<file path="config.mk">
export PLATFORM = sky130hd
export DESIGN_NAME = vtx_queue
export DESIGN_NICKNAME = d
export VERILOG_FILES = /design/src/rtl/core/vtx_pkg.sv /design/src/rtl/core/vtx_queue.sv
export SDC_FILE = /design/constraint.sdc
export NUM_CORES = 1
export LEC_CHECK = 0
export BUFFER_PORTS_ARGS = -buffer_cell sky130_fd_sc_hd__buf_2
export CAP_MARGIN = 20
export CORE_MARGIN = 2
export CORE_UTILIZATION = 57
export CTS_BUF_LIST = sky130_fd_sc_hd__clkbuf_4 sky130_fd_sc_hd__clkbuf_8 sky130_fd_sc_hd__clkbuf_16
export DETAILED_ROUTE_END_ITERATION = 12
export GPL_TIMING_DRIVEN = 0
export PLACE_DENSITY = 0.79
export SLEW_MARGIN = 20
export SYNTH_ARGS = -nofsm -noshare
export SYNTH_HDL_FRONTEND = slang
export SYNTH_SLANG_ARGS = --single-unit
</file>
<file path="constraint.sdc">
create_clock -name clk -period 6 [get_ports clk]
set_input_delay 0.9 -clock clk [delete_from_list [all_inputs] [get_ports clk]]
set_output_delay 0.9 -clock clk [all_outputs]
set_load 0.005 [all_outputs]
</file>
<file path="src/rtl/core/vtx_pkg.sv">
// shared types, constants and helpers of the vertex transform engine
`default_nettype none

package vtx_pkg;

    localparam int WORD_W    = 32;
    localparam int FRAC_BITS = 16;
    localparam int DIAG_STEP = 5;
    localparam int N_LANE    = 4;
    localparam int N_ENTRY   = N_LANE * N_LANE;
    localparam int IDX_W     = 4;
    localparam int PROD_W    = 2 * WORD_W;
    localparam int PAIR_W    = PROD_W + 1;
    localparam int SUM_W     = PROD_W + 2;
    localparam int SHIFT_W   = SUM_W - FRAC_BITS;
    localparam int QDEPTH    = 4;
    localparam int QPTR_W    = 2;
    localparam int QCNT_W    = 3;

    localparam logic [WORD_W-1:0] ONE_Q16 = 32'h0001_0000;
    localparam logic [WORD_W-1:0] SAT_MAX = 32'h7FFF_FFFF;
    localparam logic [WORD_W-1:0] SAT_MIN = 32'h8000_0000;

    typedef enum logic {
        OP_LOAD  = 1'b0,
        OP_XFORM = 1'b1
    } op_t;

    typedef logic [WORD_W-1:0] word_t;

    typedef struct packed {
        op_t                    op;
        logic [IDX_W-1:0]       idx;
        word_t [N_LANE-1:0]     data;
    } item_t;

    // identity matrix: 1.0 on every fifth entry
    function automatic word_t reset_entry(input int i);
        return ((i % DIAG_STEP) == 0) ? ONE_Q16 : '0;
    endfunction

endpackage

`default_nettype wire

</file>
<file path="src/rtl/core/vtx_queue.sv">
// short queue between front and back end
`default_nettype none

module vtx_queue (
    input  wire                   clk,
    input  wire                   rst_n,
    input  wire                   push,
    input  vtx_pkg::item_t        item_in,
    output logic                  ready,
    output logic                  head_valid,
    output vtx_pkg::item_t        head,
    input  wire                   pop
);
    import vtx_pkg::*;

    item_t              slot_reg [QDEPTH];
    logic [QPTR_W-1:0]  wr_ptr_reg;
    logic [QPTR_W-1:0]  rd_ptr_reg;
    logic [QCNT_W-1:0]  count_reg;
    logic [QCNT_W-1:0]  count_next;

    assign ready      = count_reg != QCNT_W'(QDEPTH);
    assign head_valid = count_reg != '0;
    assign head       = slot_reg[rd_ptr_reg];

    always_comb
    begin
        case ({push, pop})
            2'b10:   count_next = count_reg + 1'b1;
            2'b01:   count_next = count_reg - 1'b1;
            default: count_next = count_reg;
        endcase
    end

    always_ff @(posedge clk or negedge rst_n)
    begin
        if (!rst_n)
        begin
            wr_ptr_reg <= '0;
            rd_ptr_reg <= '0;
            count_reg  <= '0;
        end
        else
        begin
            count_reg <= count_next;
            if (push)
            begin
                wr_ptr_reg <= wr_ptr_reg + 1'b1;
            end
            if (pop)
            begin
                rd_ptr_reg <= rd_ptr_reg + 1'b1;
            end
        end
    end

    always_ff @(posedge clk)
    begin
        if (push)
        begin
            slot_reg[wr_ptr_reg] <= item_in;
        end
    end

endmodule

`default_nettype wire

</file>
# --- Yosys cells after proc, flatten, opt, wreduce, memory -nomap -nowiden ---
# Memories as Yosys holds them, arrays and structs flattened.
# Cells that the tools add are included.
word_totals:
  input_bits: 137
  register_bits: 7
  out_inout_bits: 135
  elab_cells: 16
  mem_bits_rw: 532
  mem_count: 1
classes:
  muxes: 3
  n_addsub: 4
  n_reduce_logical: 2
  n_eq_ne: 3
mem_list:
  columns: ["memory", "words", "word_bits", "rd", "rd_ports_with_merged_regs", "write_ports", "line_no", "source"]
  rows:
  - ["slot_reg", 4, 133, 1, 0, 1, "vtx_queue.sv:16", "item_t slot_reg [QDEPTH];"]
op_table:
  columns: ["op", "n"]
  rows:
  - ["3-bit case mux with 2 select lines", 1]
  - ["2-bit by 1-bit adder with 2-bit output (second input constant)", 2]
  - ["3-bit by 1-bit adder with 3-bit output (second input constant)", 1]
  - ["3-bit != test (second input constant)", 1]
  - ["3-bit nonzero test", 1]
  - ["3-bit by 1-bit subtractor with 3-bit output (second input constant)", 1]
  - ["2-bit by 1-bit equality test with 1-bit output (second input constant)", 1]
  - ["2-bit equality test (second input constant)", 1]
  - ["1-bit 2-to-1 mux", 2]
  - ["2-bit nonzero test", 1]

# --- Depth between registers and ports, before layout ---
logic_depth:
  word_depth: 2
  ltp_mapped: 7
  depth_no_buf: 7

# --- Worst setup path after synthesis ---
# OpenSTA, ideal clock, no wires.
synth_timing:
  path_type: "input-to-reg"
  start: "input port push"
  end: "memory slot_reg[0][0] in the netlist's numbering (enable)"
  setup_slack_ps: 1548
  arrival_ps: 3944
  path_stages: 1
  setup_time_ps: 508
  n_path_buf: 0
  cell_sequence: "and2_1"
synth_via:
  elab_chain_cells: 2
synth_lines:
  columns: ["element", "line_no", "source"]
  rows:
  - ["start: declaration", "vtx_queue.sv:7", "input wire push,"]
  - ["1-bit 2-to-1 mux", "vtx_queue.sv:59", "if (push)"]
  - ["1-bit 2-to-1 mux (implied by the code)", "vtx_queue.sv:61", "slot_reg[wr_ptr_reg] <= item_in;"]
  - ["end: declaration", "vtx_queue.sv:16", null]
# Every way passes these cells.

==> impl_metrics.env <==
export IMPL_status="completed"
export IMPL_required_ns=5.10
export IMPL_initialDrtViolationCount=631
export IMPL_yosys_warnings=0
export IMPL_cts_setup_buffers=0
export IMPL_largest_reg_flops=532
export IMPL_power_density_nw_per_um2=484.3
export IMPL_io_pins=272
export IMPL_finalHoldViolCount=0
export IMPL_skew_ns=0.01263
export IMPL_synth_top_family_by_area="multiplexers"
export IMPL_totalPowerFinal_mw=11.33
export IMPL_critical_path_cell_chain="buf_2, clkbuf_1, mux4_2, buf_2"
export IMPL_grt_pass1_vias=9384
export IMPL_wl_per_cell_um=24.12
export IMPL_synth_cells=732
export IMPL_synthAdderAreaFrac_pct=0.4223
export IMPL_synth_nets=875
export IMPL_synth_main_ff_cell="edfxtp_1"
export IMPL_p_int_mw=8.261
export IMPL_slew_viol_final=0
export IMPL_combPwrFrac_pct=28.3
export IMPL_worstPathArrival_ns=2.32
export IMPL_cpMostUsedCell="buf_2"
export IMPL_power_frac_seq_pct=44.8
export IMPL_multi_input_area_um2=3202
export IMPL_antenna_found_initial=8
export IMPL_nFillCells=1976
export IMPL_synth_edf_count=532
export IMPL_netlist_area_um2=19550
export IMPL_cts_resized=0
export IMPL_cts_tree="yes"
export IMPL_power_frac_clock_pct=26.9
export IMPL_grt_usage_pct=21.42
export IMPL_port_buffer_count=271
export IMPL_synth_cell_types=18
export IMPL_synth_compound_area_share_pct=0.05119
export IMPL_ys_ff_latch=539
export IMPL_crit_slowest_cell="clkbuf_1"
export IMPL_rsz0062_at_grt="false"
export IMPL_end_kind="output port"
export IMPL_synthMuxAreaShare_pct=15.32
export IMPL_clock_sinks=539
export IMPL_clock_fmax_mhz=310.7
export IMPL_drv_cap=0
export IMPL_use_met3_pct=4.986
export IMPL_worst_hold_slack_ns=0.1526
export IMPL_gp_congestion=0.7245
export IMPL_cp_top_family="buffers and inverters"
export IMPL_timing_rr_start="wr_ptr_reg[1]"
export IMPL_die_area_um2=35800
export IMPL_rows=67
export IMPL_r2r_setup_slack_ns=3.96
export IMPL_die_h_um=189.2
export IMPL_min_period_ns=3.219
export IMPL_vias_per_cell=5.708
export IMPL_grt_util_met2_pct=34.78
export IMPL_r2r_cells=5
export IMPL_critPathBufInv=3
export IMPL_first_pass_iters=5
export IMPL_grt_max_degree=50
export IMPL_detailed_place_hpwl_um=23680
export IMPL_busiest_layer="met2"
export IMPL_synth_simple_area_share_pct=0.2623
export IMPL_path_clk_slew_ns=0.06
export IMPL_htree_levels=2
export IMPL_seqCellArea_um2=16150
export IMPL_synthTopCellsByCount="edfxtp_1, mux4_2, buf_2"
export IMPL_p_sw_share_pct=27.08
export IMPL_die_width_um=189.2
export IMPL_drive_gt1_share_pct=47.43
export IMPL_synthTopCellsByArea="edfxtp_1, mux4_2, dfrtp_1, buf_2, buf_6"
export IMPL_p_leak_nw=8.060
export IMPL_wl_um=37630
export IMPL_irDropWorstVdd_mv=0.3586
export IMPL_cts_hold_buf=0
export IMPL_synth_avg_cell_area_um2=26.71
export IMPL_cts_buffer_depth=3
export IMPL_cp_max_fo=10
export IMPL_criticalPathCategory="reg2out"
export IMPL_drc=0
export IMPL_setup_viol=0
export IMPL_hold_path_class="in2async"
export IMPL_core_region_area_um2=33620
export IMPL_vias=8904
export IMPL_final_nets=1211
export IMPL_grt_first_pass_wirelength_um=56310
export IMPL_cp_endpoint="head[18]"
export IMPL_synth_top_area_share_pct=81.70
export IMPL_finalCritPeriodShare_pct=53.65
export IMPL_synth_xor_area_share_pct=0.2687
export IMPL_slowest_delay_ns=0.64
export IMPL_start_util_pct=58.17
export IMPL_critPathLaunchType="flop"
export IMPL_switching_power_mw=3.068
export IMPL_ant_nets=0
export IMPL_cts_root_buf="clkbuf_16"
export IMPL_ys_async_sr_fraction_pct=1.299
export IMPL_cp_depth=4
export IMPL_syn2layout_area_growth_pct=19.63
export IMPL_cts_buffers=51
export IMPL_clock_latency_ns=0.57
export IMPL_grt_overflow=0
export IMPL_synth_most_common_cell="edfxtp_1"
export IMPL_worst_pin_slew_ns=0.8161
export IMPL_yosysSeqAreaShare_pct=82.60
export IMPL_slew_headroom_pct=45.59
export IMPL_critPathLaunch="rd_ptr_reg[1]"
export IMPL_yosysTopAreaCell="edfxtp_1"
export IMPL_use_met1_pct=28.72
export IMPL_worstReg2RegEnd="slot_reg[0][62]"
-- power groups by stage --
stage	clock (mW)	combinational (mW)	sequential, mW
after floorplan	0	1.89	5.18
final	3.05	3.21	5.07
after global routing	3.24	3.46	5.12
after global placement	0	3.10	5.29
after detailed placement	0	3.27	5.14
after CTS	3.11	3.30	5.08
-- how the worst min path moves through the flow --
stage                      start       endpoint  slack [ns]
floorplan           count_reg[2]   count_reg[2]        0.46
global placement    count_reg[2]   count_reg[2]        0.48
detailed placement  count_reg[2]   count_reg[2]        0.50
CTS                        rst_n  wr_ptr_reg[1]        0.13
global route               rst_n   count_reg[0]        0.14
finish                     rst_n   count_reg[2]        0.15
-- per-layer routing --
metal  wire, µm  part of all wire, %
met3       2735                  7.3
met2      19020                   51
met5         55                 0.15
met4       1094                  2.9
met1      14730                   39
-- kinds of logic (layout without fill, tap and decap cells) --
logic type	after synthesis	count (layout)
AOI/OAI and AO/OA	2	2
xor gates and xnor gates	6	6
adders and majority gates	6	6
buffers and inverters	36	411
DFF	539	539
muxes	133	133
other	0	5
and+or+nand+nor	10	10
-- worst register-to-register path, cell delays in order (launching register included) --
cell and delay (ns):
dfrtp_1 0.40, inv_1 0.11, ha_1 0.15, and2_4 0.40, buf_12 0.30, buf_16 0.34
-- final cells by class --
class                      count  area share [%]
sequential                   539           69.05
inverter                       6         0.09628
timing repair buffer         283           7.050
clock inverter                20          0.5830
buffer                        30          0.8077
clock buffer                  72           6.280
antenna                        5         0.05349
multi-input combinational    157           13.69
tap                          448           2.396
-- metrics by stage --
step | std cells | util [%] | instance area, µm² | setup slack, ns | setup TNS (ns)
4_1_cts | 1555 | 69.55 | 23380 | 2.680 | 0
2_1_floorplan | 732 | - | 19550 | 1.548 | 0
5_1_grt | 1559 | 69.58 | 23390 | 2.623 | 0
3_5_place_dp | 1463 | 64.77 | 21770 | 3.319 | 0
6_report | 1560 | 69.58 | 23390 | 2.781 | 0
3_3_place_gp | 1451 | 63.87 | 21470 | -1.043 | -522.04
-- placed cells by master, fill, tap and decap left out --
cell type  synthesis  final
edfxtp_1         532    532
buf_2             16    287
mux4_2           133    133
clkbuf_16          0     53
clkbuf_4           0     19
clkinv_1           0     11
buf_6              7      7
clkinv_2           0      7
dfrtp_1            7      7
buf_16             0      7
inv_1              6      6
clkbuf_1           6      6
diode_2            0      5
ha_1               5      5
buf_12             0      5
and2_4             0      4
xor2_1             4      4
nand2_1            3      3
o21ai_0            2      2
xnor2_1            2      2
bufinv_16          0      2
buf_4              1      1
nand3_1            1      1
or3_1              1      1
nor2_1             1      1
fa_1               1      1
(Power assumes the default switching activity.)
