File: src/rtl/core/vtx_pkg.sv
// shared types, constants and helpers of the vertex transform engine
`default_nettype none

package vtx_pkg;

    localparam int WORD_W    = 32;
    localparam int FRAC_BITS = 16;
    localparam int DIAG_STEP = 5;
    localparam int N_LANE    = 4;
    localparam int N_ENTRY   = N_LANE * N_LANE;
    localparam int IDX_W     = 4;
    localparam int PROD_W    = 2 * WORD_W;
    localparam int PAIR_W    = PROD_W + 1;
    localparam int SUM_W     = PROD_W + 2;
    localparam int SHIFT_W   = SUM_W - FRAC_BITS;
    localparam int QDEPTH    = 4;
    localparam int QPTR_W    = 2;
    localparam int QCNT_W    = 3;

    localparam logic [WORD_W-1:0] ONE_Q16 = 32'h0001_0000;
    localparam logic [WORD_W-1:0] SAT_MAX = 32'h7FFF_FFFF;
    localparam logic [WORD_W-1:0] SAT_MIN = 32'h8000_0000;

    typedef enum logic {
        OP_LOAD  = 1'b0,
        OP_XFORM = 1'b1
    } op_t;

    typedef logic [WORD_W-1:0] word_t;

    typedef struct packed {
        op_t                    op;
        logic [IDX_W-1:0]       idx;
        word_t [N_LANE-1:0]     data;
    } item_t;

    // identity matrix: 1.0 on every fifth entry
    function automatic word_t reset_entry(input int i);
        return ((i % DIAG_STEP) == 0) ? ONE_Q16 : '0;
    endfunction

endpackage

`default_nettype wire

File: src/rtl/core/vtx_front.sv
// front end: takes input items, classifies them and hands them to the queue
`default_nettype none

module vtx_front (
    input  wire                   clk,
    input  wire                   rst_n,
    input  wire                   in_valid,
    output logic                  in_stall,
    input  wire                   kind,
    input  wire [3:0]             entry_index,
    input  wire [31:0]            entry_value,
    input  wire [31:0]            vec_x,
    input  wire [31:0]            vec_y,
    input  wire [31:0]            vec_z,
    input  wire [31:0]            vec_w,
    input  wire                   q_ready,
    output logic                  push,
    output vtx_pkg::item_t        item
);
    import vtx_pkg::*;

    logic  hold_valid_reg;
    logic  hold_valid_next;
    item_t hold_item_reg;
    item_t decoded;
    logic  accept;

    always_comb
    begin
        decoded.idx = entry_index;
        if (kind == OP_XFORM)
        begin
            decoded.op   = OP_XFORM;
            decoded.data = {vec_w, vec_z, vec_y, vec_x};
        end
        else
        begin
            // a load carries its value in lane zero
            decoded.op   = OP_LOAD;
            decoded.data = {{(N_LANE-1)*WORD_W{1'b0}}, entry_value};
        end
    end

    assign in_stall = hold_valid_reg && !q_ready;
    assign accept   = in_valid && !in_stall;
    assign push     = hold_valid_reg && q_ready;
    assign item     = hold_item_reg;

    always_comb
    begin
        hold_valid_next = hold_valid_reg;
        if (accept)
        begin
            hold_valid_next = 1'b1;
        end
        else if (push)
        begin
            hold_valid_next = 1'b0;
        end
    end

    always_ff @(posedge clk or negedge rst_n)
    begin
        if (!rst_n)
        begin
            hold_valid_reg <= 1'b0;
        end
        else
        begin
            hold_valid_reg <= hold_valid_next;
        end
    end

    always_ff @(posedge clk)
    begin
        if (accept)
        begin
            hold_item_reg <= decoded;
        end
    end

endmodule

`default_nettype wire

File: config.mk
export PLATFORM = sky130hd
export DESIGN_NAME = vtx_front
export DESIGN_NICKNAME = d
export VERILOG_FILES = /design/src/rtl/core/vtx_pkg.sv /design/src/rtl/core/vtx_front.sv
export SDC_FILE = /design/constraint.sdc
export NUM_CORES = 1
export LEC_CHECK = 0
export BUFFER_PORTS_ARGS = -buffer_cell sky130_fd_sc_hd__buf_2
export CAP_MARGIN = 0
export CORE_AREA = 2 2 119 121
export DETAILED_ROUTE_END_ITERATION = 16
export DIE_AREA = 0 0 121 123
export PLACE_DENSITY = 0.72
export SYNTH_ARGS = -nofsm -noshare
export SYNTH_HDL_FRONTEND = slang
export SYNTH_SLANG_ARGS = --single-unit
File: constraint.sdc
create_clock -name clk -period 4.85 [get_ports clk]
set_input_delay 0.97 -clock clk [delete_from_list [all_inputs] [get_ports clk]]
set_output_delay 0.97 -clock clk [all_outputs]
set_load 0.03 [all_outputs]
======== After elaboration in Yosys (flattened, before gate mapping) ========
Index checks and enable logic that the tools add are counted.
word-level totals
  register bits after elaboration ......... 134
  output and inout port bits .............. 135
  word-level logic and storage cells ...... 17
cells by class
  mux-type cells .......................... 4
  reductions and logical operators ........ 6
operators with widths
  cell                 count
  $mux W32             1
  $logic_and A1 B1 Y1  3
  $mux W1              3
  $logic_not A1 Y1     2
  $reduce_bool A2 Y1   1

======== Longest topological paths before layout ========
Gate-level depths: netlist (run 1).
  depth after elaboration ................. 5
  mapped depth ............................ 3
  gate-level depth less buffers ........... 2

======== Worst setup path before layout (run 1) ========
OpenSTA, ideal clock, no wires.
  path type ............................... input -> register
  from .................................... input q_ready
  to ...................................... register hold_item_reg, in the netlist item[0] (enable)
  arrival time ............................ 4.158 ns
  slack ................................... 0.184 ns
  cell stages on the path ................. 2
  cell sequence ........................... nand2b_1 > and2_1
on the way
  word-level cells in the longest chain between the ends .. 4
RTL lines
  element                 line             RTL
  start: declaration      vtx_front.sv:16  input wire q_ready,
  $logic_not A1 Y1        vtx_front.sv:44  assign in_stall = hold_valid_reg && !q_ready;
  $logic_and A1 B1 Y1     vtx_front.sv:44
  $logic_not A1 Y1        vtx_front.sv:45  assign accept = in_valid && !in_stall;
  $logic_and A1 B1 Y1     vtx_front.sv:45
  net accept              vtx_front.sv:26  logic accept;
  end signal: assignment  vtx_front.sv:78  hold_item_reg <= decoded;
  end: declaration        vtx_front.sv:24  item_t hold_item_reg;
The timed path passes the listed nets, and every way through them passes these cells.
A chain may end at the register's enable or synchronous reset.

======== Worst setup path after layout (run 1) ========
  from .................................... input q_ready
  to ...................................... output in_stall
on the way
  word-level cells in the longest chain between the ends .. 2
RTL lines
  element              line             RTL
  $logic_not A1 Y1     vtx_front.sv:44
  $logic_and A1 B1 Y1  vtx_front.sv:44
  end: declaration     vtx_front.sv:8   output logic in_stall,
Every way passes these cells.

==> impl_metrics.csv, run 1 <==
group,metric,value,unit
outcome,status,"complete, no violations",
floorplanning,pin_count,304,
synth,avgSynthCellArea,18.49,sq um
floorplanning,die_area,14880,sq um
synth,synth_fp_nets,450,
cts,clockBufferDepth,2,
floorplanning,core_area,13610,sq um
floorplanning,initial_core_util,38.17,%
run,cap_violations,0,
route,drc,0,
worst_setup_path,crit_fanout,3,
synth,yosysUniqueCellTypes,10,
synth,synthMuxAreaShare,8.668,%
synth,yosysWarnings,0,
timing,period_share,50.67,%
worst_setup_path,path_class,"in -> out",
placed_design,dp_slack,1.998,ns
power,peakVddDrop,0.2002,mV
cts,clk_pin_slew,0.05,ns
route,vias,3433,
timing,fin_skew,0.006486,ns
layout,final_layout_size_suffix_gt1_share,60.17,%
timing,grt_setup_unrepaired,"no",
timing,slew_headroom,26.16,%
layout,insertedDiodeCount,0,
route,wl_per_cell,15.04,um
synth,synthCells,281,
global_routing,track_usage,15.65,%
cts,cts_hold_repair.buffers,0,
placed_design,portBuffers,303,
synth,async_flop_share,0.7463,%
synth,synth-simple-area-share,12.04,%
route,detail_route.vias_per_cell,4.373,
timing,tightest_slew,1.108,ns
cts,htree_num_levels,4,
layout,area_growth,43.90,%
timing,fmax,406.9,MHz
worst_setup_path,cp.required,3.88,ns
synth,synth_edf_count,133,
synth,synth_top_family_by_area,"simple AND/OR/NAND/NOR gates",
cts,cts.sinks,134,
synth,synthAdderAreaFrac,0,%
layout,largest_reg_flops,133,
timing,setup_tns,0,ns
synth,synthTopCellsByArea,"edfxtp_1 (77%), and2_1 (12%), mux2_4 (6.9%)",
floorplanning,die_w,121,um
timing,fin_crit,2.457,ns
synth,ys_top_cells_by_count,"edfxtp_1 (133), and2_1 (98), mux2_4 (24)",
cts,cts_made_buffers,17,
worst_setup_path,cp-start-kind,"input port",
synth,synth_top_area_share,76.86,%
worst_setup_path,cp-end-kind,"output pin",
cts,cts_resized,0,
synth,syn_area,5196,sq um
synth,yosys.area.top_type,"edfxtp_1",
route,postRouteAntennaNets,0,
synth,synth_seq_area_share,77.34,%
floorplanning,die_h,123,um
global_routing,grt_pass1_wl,17110,um
route,first_pass_iters,4,
layout,fin_nets,761,
worst_hold_path,hp-class,"in -> async",
worst_setup_path,arrival,1.49,ns
route,drtIter0Drc,185,
timing,setup_ws,2.393,ns
timing,final_hold_viol_count,0,
placed_design,dp_hpwl,8853,um
synth,synth_xor_area_share,0,%
placed_design,routabilityCongestion,0.7748,
power,power_leakage,3.327,nW
power,powerDensity,408.0,nW/um^2
synth,synth-main-ff-cell,"edfxtp_1",
route,wl,11810,um
synth,synth_compound_gate_area_share,0,%
cts,cts_tree,"done",
global_routing,antenna_found_initial,0,
synth,synth_most_common_cell,"edfxtp_1",
global_routing,gr-total-overflow,0,
timing,slew_viol_final,0,
floorplanning,num_rows,43,
global_routing,grt_pass1_vias,3451,
global_routing,grt_max_degree,87,
cts,clockRootBuffer,"clkbuf_16",
cts,cts_setup_buffers,0,
cts,clk_latency,0.41,ns
timing,setup_viol,0,
synth,ys_ff_latch,134,
per-layer routing:
layer  vias to the layer above  part of all wire [%]  GRT usage (%)
met5                         -                     0              0
met4                         0                   3.0          9.230
met3                        28                   9.8          6.227
met2                       187                    52          27.18
met1                      1582                    35          15.93
li1                       1636                     -              -
worst max-delay path, cell delays in order:
cell      delay [ns]
buf_2           0.10
nand2b_1        0.17
inv_1           0.06
buf_2           0.18
cells by family after synthesis:
kind of cell           after synthesis
buffers and inverters               15
and+or+nand+nor                    100
muxes                               32
DFF                                134
cells in the final DEF, fill, tap and decap left out, drive strengths merged:
| cell type | synthesis | layout |
|---|---|---|
| clkinvlp | 0 | 2 |
| mux2 | 32 | 32 |
| bufinv | 0 | 4 |
| edfxtp | 133 | 133 |
| clkinv | 0 | 5 |
| nand2b | 2 | 2 |
| inv | 1 | 1 |
| clkbuf | 0 | 21 |
| dfrtp | 1 | 1 |
| and2 | 98 | 98 |
| buf | 14 | 306 |
final timing paths:
path / startpoint / endpoint / slack [ns] / cells past startpoint
min: rst_n / hold_valid_reg / 0.33 / 1
min reg2reg: hold_valid_reg / hold_valid_reg / 0.55 / 2
max: q_ready / in_stall / 2.39 / 4
max reg2reg: hold_valid_reg / item[132] / 2.75 / 3
max in group asynchronous: rst_n / hold_valid_reg / 4.43 / 1
min in group clk: hold_valid_reg / hold_valid_reg / 0.55 / 2
through the flow:
| step | power [mW] | util, % | hold WS, ns | cell area, sq um | std cells |
|---|---|---|---|---|---|
| after floorplan | 1.643 | - | 0.4812 | 5196 | 281 |
| after global placement | 1.775 | 50.55 | 0.5064 | 6880 | 753 |
| after detailed placement | 1.785 | 50.55 | 0.5360 | 6880 | 753 |
| after CTS | 3.081 | 54.93 | 0.3079 | 7477 | 785 |
| after global routing | 3.159 | 54.93 | 0.3084 | 7477 | 785 |
| final | 3.051 | 54.93 | 0.3306 | 7477 | 785 |
report_power, final:
part / internal [mW] / total, mW / switching, mW
Sequential: 1.36 / 1.38 / 0.0162
Clock: 0.852 / 1.29 / 0.442
Combinational: 0.142 / 0.380 / 0.237
Total: 2.35 / 3.05 / 0.696
cell type report:
cell class                      count  area (sq um)
Clock inverter                     11         156.4
Timing Repair Buffer              306          1554
Inverter                            1         3.754
Multi-Input combinational cell    132          1079
Fill cell                        1123          6135
Clock buffer                       21         440.4
Sequential cell                   134          4019
Tap cell                          180         225.2
No activity file was read; power rests on OpenSTA's default activity.
==> inputs of run 2 (changes only) <==
- clock period: 4.85 -> 2.3 ns (I/O delays scaled with it)
==> run 2 against run 1 <==
Net effect: final cell count is 0.76% higher; utilization is 0.65 points higher; global-route usage is 0.27 points higher; count of clock-buffer cells in the layout is 4 lower; clock power is 110% higher; highest routed layer is now met5; total power is 110% higher; wire length is 2.7% higher; non-clock buffer count is 4 higher; largest power group unchanged; register-to-register slack worse by 1.9 ns.
==> impl_metrics.csv, run 2 (synthesized netlist as in run 1, its figures left out) <==
group,metric,value,unit
timing,fin_skew,0.007408,ns
layout,fin_nets,765,
cts,htree_num_levels,4,
timing,tightest_slew,0.2814,ns
layout,final_cell_mix,"buf_2 (302), edfxtp_1 (133), and2_1 (97)",
worst_setup_path,worstReg2RegEnd,"item[93]",
cts,cts_resized,0,
route,vias,3454,
layout,fin_area,7566,sq um
cts,cts_made_buffers,17,
worst_hold_path,min_to,"item[128]",
worst_setup_path,crit_buf_inv,2,
worst_setup_path,cp.required,1.84,ns
cts,clockBufferDepth,2,
worst_hold_path,hold_depth,1,
floorplanning,die_w,121,um
global_routing,grt_pass1_wl,17530,um
floorplanning,die_h,123,um
global_routing,track_usage,15.92,%
layout,largest_reg_flops,133,
floorplanning,pin_count,304,
worst_setup_path,rrSetupSlack,0.88,ns
cts,clk_latency,0.41,ns
layout,fillers,1137,
timing,grt_setup_unrepaired,"no",
route,wl,12130,um
route,first_pass_iters,4,
floorplanning,initial_core_util,38.17,%
worst_setup_path,path_cells,"nand2b_1, inv_1, buf_2",
timing,fmax,639.4,MHz
global_routing,grt_max_degree,58,
route,detail_route.vias_per_cell,4.367,
timing,setup_tns,0,ns
route,drtIter0Drc,193,
route,drc,0,
timing,slew_viol_final,0,
timing,period_share,68.00,%
cts,cts.sinks,134,
worst_setup_path,arrival,1.10,ns
worst_setup_path,cp-start-kind,"flop",
timing,final_hold_viol_count,0,
timing,slew_headroom,81.24,%
cts,cts_tree,"done",
worst_setup_path,critPathSlowestCell,"dfrtp_1",
placed_design,dp_hpwl,9360,um
worst_setup_path,max_stage_delay,0.37,ns
worst_setup_path,crit_fanout,3,
worst_hold_path,hp-class,"in -> reg",
layout,layout_commonest_cell,"buf_2",
global_routing,gr-total-overflow,0,
placed_design,routabilityCongestion,0.7512,
floorplanning,die_area,14880,sq um
worst_setup_path,timing.rr.start,"hold_valid_reg",
worst_hold_path,hp-start,"entry_index[0]",
worst_setup_path,reg2reg_depth,3,
route,postRouteAntennaNets,0,
timing,fin_crit,1.564,ns
route,wl_per_cell,15.33,um
run,cap_violations,0,
placed_design,dpl-instance-area,6940,sq um
floorplanning,num_rows,43,
cts,clk_pin_slew,0.06,ns
worst_setup_path,path_class,"reg -> out",
global_routing,grt_pass1_vias,3503,
cts,clockRootBuffer,"clkbuf_16",
floorplanning,core_area,13610,sq um
power,peakVddDrop,0.5029,mV
timing,setup_viol,0,
power,powerDensity,856.2,nW/um^2
layout,area_growth,45.61,%
layout,final_layout_size_suffix_gt1_share,61.08,%
layout,post-route-util,55.58,%
worst_setup_path,cp-end-kind,"output pin",
global_routing,antenna_found_initial,4,
worst_setup_path,cp_top_family,"flip-flops",
placed_design,portBuffers,303,
outcome,status,"complete, no violations",
power,power_leakage,3.373,nW
## run 2: per-stage QoR
stage | instances | total power, mW | hold WS [ns] | worst slack (ns)
3_3_place_gp | 756 | 3.757 | 0.2357 | 0.7206
2_1_floorplan | 281 | 3.452 | 0.1644 | 0.3122
4_1_cts | 789 | 6.570 | 0.2131 | 0.7100
5_1_grt | 790 | 6.720 | 0.2126 | 0.6758
3_5_place_dp | 756 | 3.778 | 0.2357 | 0.6879
6_report | 791 | 6.478 | 0.2351 | 0.7360
## run 2: area by class of cell
cell class | count | area, sq um | share of cell area, %
Antenna cell | 2 | 5.005 | 0.06615
Clock buffer | 17 | 425.4 | 5.623
Clock inverter | 15 | 185.2 | 2.447
Inverter | 1 | 3.754 | 0.04961
Multi-Input combinational cell | 132 | 1079 | 14.25
Sequential cell | 134 | 4019 | 53.12
Tap cell | 180 | 225.2 | 2.977
Timing Repair Buffer | 310 | 1624 | 21.47
## run 2: how the worst max path moves through the flow
stage	slack, ns	start	cells after the start	endpoint
6_report	0.74	hold_valid_reg	3	in_stall
5_1_grt	0.68	hold_valid_reg	3	in_stall
4_1_cts	0.71	hold_valid_reg	3	in_stall
3_5_place_dp	0.69	q_ready	4	item[76]
3_3_place_gp	0.72	q_ready	4	item[33]
2_1_floorplan	0.31	q_ready	2	item[0]
## run 2: per-layer routing
metal | up-vias | track usage [%] | share of wire [%]
met1 | 1579 | 16.18 | 34
li1 | 1645 | - | -
met4 | 2 | 8.067 | 2.9
met2 | 198 | 27.35 | 51
met3 | 30 | 7.611 | 12
met5 | - | 0 | 0.11
## run 2: power by group
| part | internal, mW | total (mW) | switching, mW |
|---|---|---|---|
| clock | 1.80 | 2.76 | 0.962 |
| combinational | 0.314 | 0.816 | 0.502 |
| sequential | 2.87 | 2.90 | 0.0353 |
| total | 4.98 | 6.48 | 1.50 |
## run 2: repair_timing
| item | CTS | global route |
|---|---|---|
| buffers inserted | 0 | 0 |
| hold buffers | 1 | 0 |
| hold endpoints to repair | 1 | 0 |
## run 2: worst register-to-register path, stage by stage (launching register included)
cell      delay [ns]
dfrtp_1         0.37
nand2b_1        0.11
and2_4          0.30
buf_12          0.28
==> inputs of run 3 (changes only) <==
- CORE_AREA: 2 2 119 121 -> not set
- CORE_UTILIZATION: not set -> 39
- DIE_AREA: 0 0 121 123 -> not set
- PLACE_DENSITY: 0.72 -> 0.76
- clock period: 2.3 -> 1.4 ns (I/O delays scaled with it)
==> run 3 against run 2 <==
Net effect: die area down 7.3%; count of clock-buffer cells in the layout stayed put; combinational power grew 69%; clock power is 54% higher; final cell count shrank 0.76%; critical path depth grew 1; via count grew 0.41%; utilization up 3.5 points; clock skew is 0.0032 ns lower; non-clock buffer count up 6.
==> impl_metrics.csv, run 3 (synthesized netlist as in run 1, its figures left out) <==
group,metric,value,unit
outcome,status,"complete, no violations",
placed_design,portBuffers,303,
placed_design,dp_slack,0.06000,ns
route,drc,0,
layout,fin_nets,771,
layout,insertedDiodeCount,0,
global_routing,gr-total-overflow,0,
worst_setup_path,rrSetupSlack,0.01,ns
cts,cts_made_buffers,17,
timing,fin_skew,0.004181,ns
cts,clk_pin_slew,0.05,ns
floorplanning,num_rows,41,
timing,tightest_slew,0.2562,ns
placed_design,dp_cells,752,
layout,layout_commonest_cell,"buf_2",
route,wl_met1,4200,um
worst_setup_path,cp.required,1.49,ns
layout,fillers,1029,
route,vias,3468,
route,wl,11770,um
route,detail_route.vias_per_cell,4.418,
layout,final_cell_mix,"buf_2 (301), edfxtp_1 (133), and2_1 (97)",
route,first_pass_iters,4,
timing,grt_setup_unrepaired,"yes",
layout,fin_area,7582,sq um
cts,htree_num_levels,4,
floorplanning,die_h,117.4,um
layout,largest_reg_flops,133,
power,total_power,10.38,mW
worst_setup_path,max_stage_delay,0.37,ns
timing,period_share,98.94,%
global_routing,track_usage,17.92,%
worst_setup_path,cp-end-kind,"flop",
power,powerDensity,1369,nW/um^2
worst_hold_path,hp-class,"in -> reg",
layout,fin_cells,785,
timing,setup_viol,0,
floorplanning,die_w,117.4,um
layout,area_growth,45.92,%
cts,clk_latency,0.41,ns
cts,clockBufferDepth,2,
worst_setup_path,crit_buf_inv,2,
timing,fin_crit,1.385,ns
worst_setup_path,cp-start-kind,"flop",
floorplanning,core_area,12820,sq um
worst_setup_path,path_cells,"nand2b_1, buf_4, and2_4, buf_12",
global_routing,grt_pass1_wl,18510,um
timing,slew_viol_final,0,
worst_setup_path,path_class,"reg -> reg",
timing,final_hold_viol_count,0,
cts,clockRootBuffer,"clkbuf_16",
timing,fmax,721.9,MHz
global_routing,grt_max_degree,49,
route,met2_length,6193,um
global_routing,antenna_found_initial,0,
floorplanning,die_area,13790,sq um
power,power_leakage,3.396,nW
route,met3WireLength,1010,um
placed_design,dpl-instance-area,6985,sq um
placed_design,routabilityCongestion,0.8184,
timing,setup_ws,0.01477,ns
floorplanning,pin_count,304,
power,peakVddDrop,0.7987,mV
route,drtIter0Drc,275,
route,routed.top_layer,"met4",
timing,slew_headroom,82.92,%
worst_setup_path,critPathSlowestCell,"dfrtp_1",
global_routing,grt_pass1_vias,3639,
route,wl_per_cell,14.99,um
layout,final_layout_size_suffix_gt1_share,61.34,%
layout,post-route-util,59.12,%
floorplanning,initial_core_util,40.52,%
worst_setup_path,cp_top_family,"flip-flops",
run,cap_violations,0,
worst_setup_path,arrival,1.48,ns
route,postRouteAntennaNets,0,
placed_design,dp_hpwl,8919,um
worst_setup_path,crit_fanout,34,
cts,cts_tree,"done",
cts,cts.sinks,134,
run 3: through the flow:
stage | hold slack [ns] | TNS (ns)
3_3_place_gp | 0.05620 | 0
5_1_grt | 0.03828 | -1.232
3_5_place_dp | 0.05649 | 0
6_report | 0.05941 | 0
2_1_floorplan | -0.01559 | -60.49
4_1_cts | 0.03824 | 0
run 3: power breakdown:
part	total (mW)	leakage, nW	switching (mW)	internal [mW]
registers	4.76	1.31	0.0541	4.71
logic	1.38	1.81	0.835	0.540
clock network	4.24	0.283	1.50	2.74
total	10.4	3.40	2.39	7.99
run 3: final timing paths:
| kind | from | endpoint | cells past startpoint |
|---|---|---|---|
| max | hold_valid_reg | item[69] | 4 |
| min | entry_index[3] | item[131] | 1 |
| max reg2reg | hold_valid_reg | item[69] | 4 |
| min reg2reg | hold_valid_reg | hold_valid_reg | 4 |
| max in group asynchronous | rst_n | hold_valid_reg | 2 |
| min in group asynchronous | rst_n | hold_valid_reg | 2 |
run 3: metal layers:
metal	vias to the layer above	track usage, %
li1	1656	-
met1	1594	17.97
met2	188	31.77
met3	30	6.712
met4	0	10.06
met5	-	0
run 3: cell type report:
type	count	area, sq um	area share [%]
Tap cell	172	215.2	2.838
Sequential cell	134	4019	53.00
Timing Repair Buffer	316	1700	22.43
Multi-Input combinational cell	132	1079	14.22
Clock inverter	13	140.1	1.848
Inverter	1	3.754	0.04950
Clock buffer	17	425.4	5.611
run 3: repair_timing:
item / in CTS / in global routing
setup buffers: 2 / 0
hold buffers: 1 / 0
resized for setup: 2 / 0
pin swaps: 0 / 0
hold endpoints to repair: 1 / 0
endpoints found under the setup margin: 1 / 73
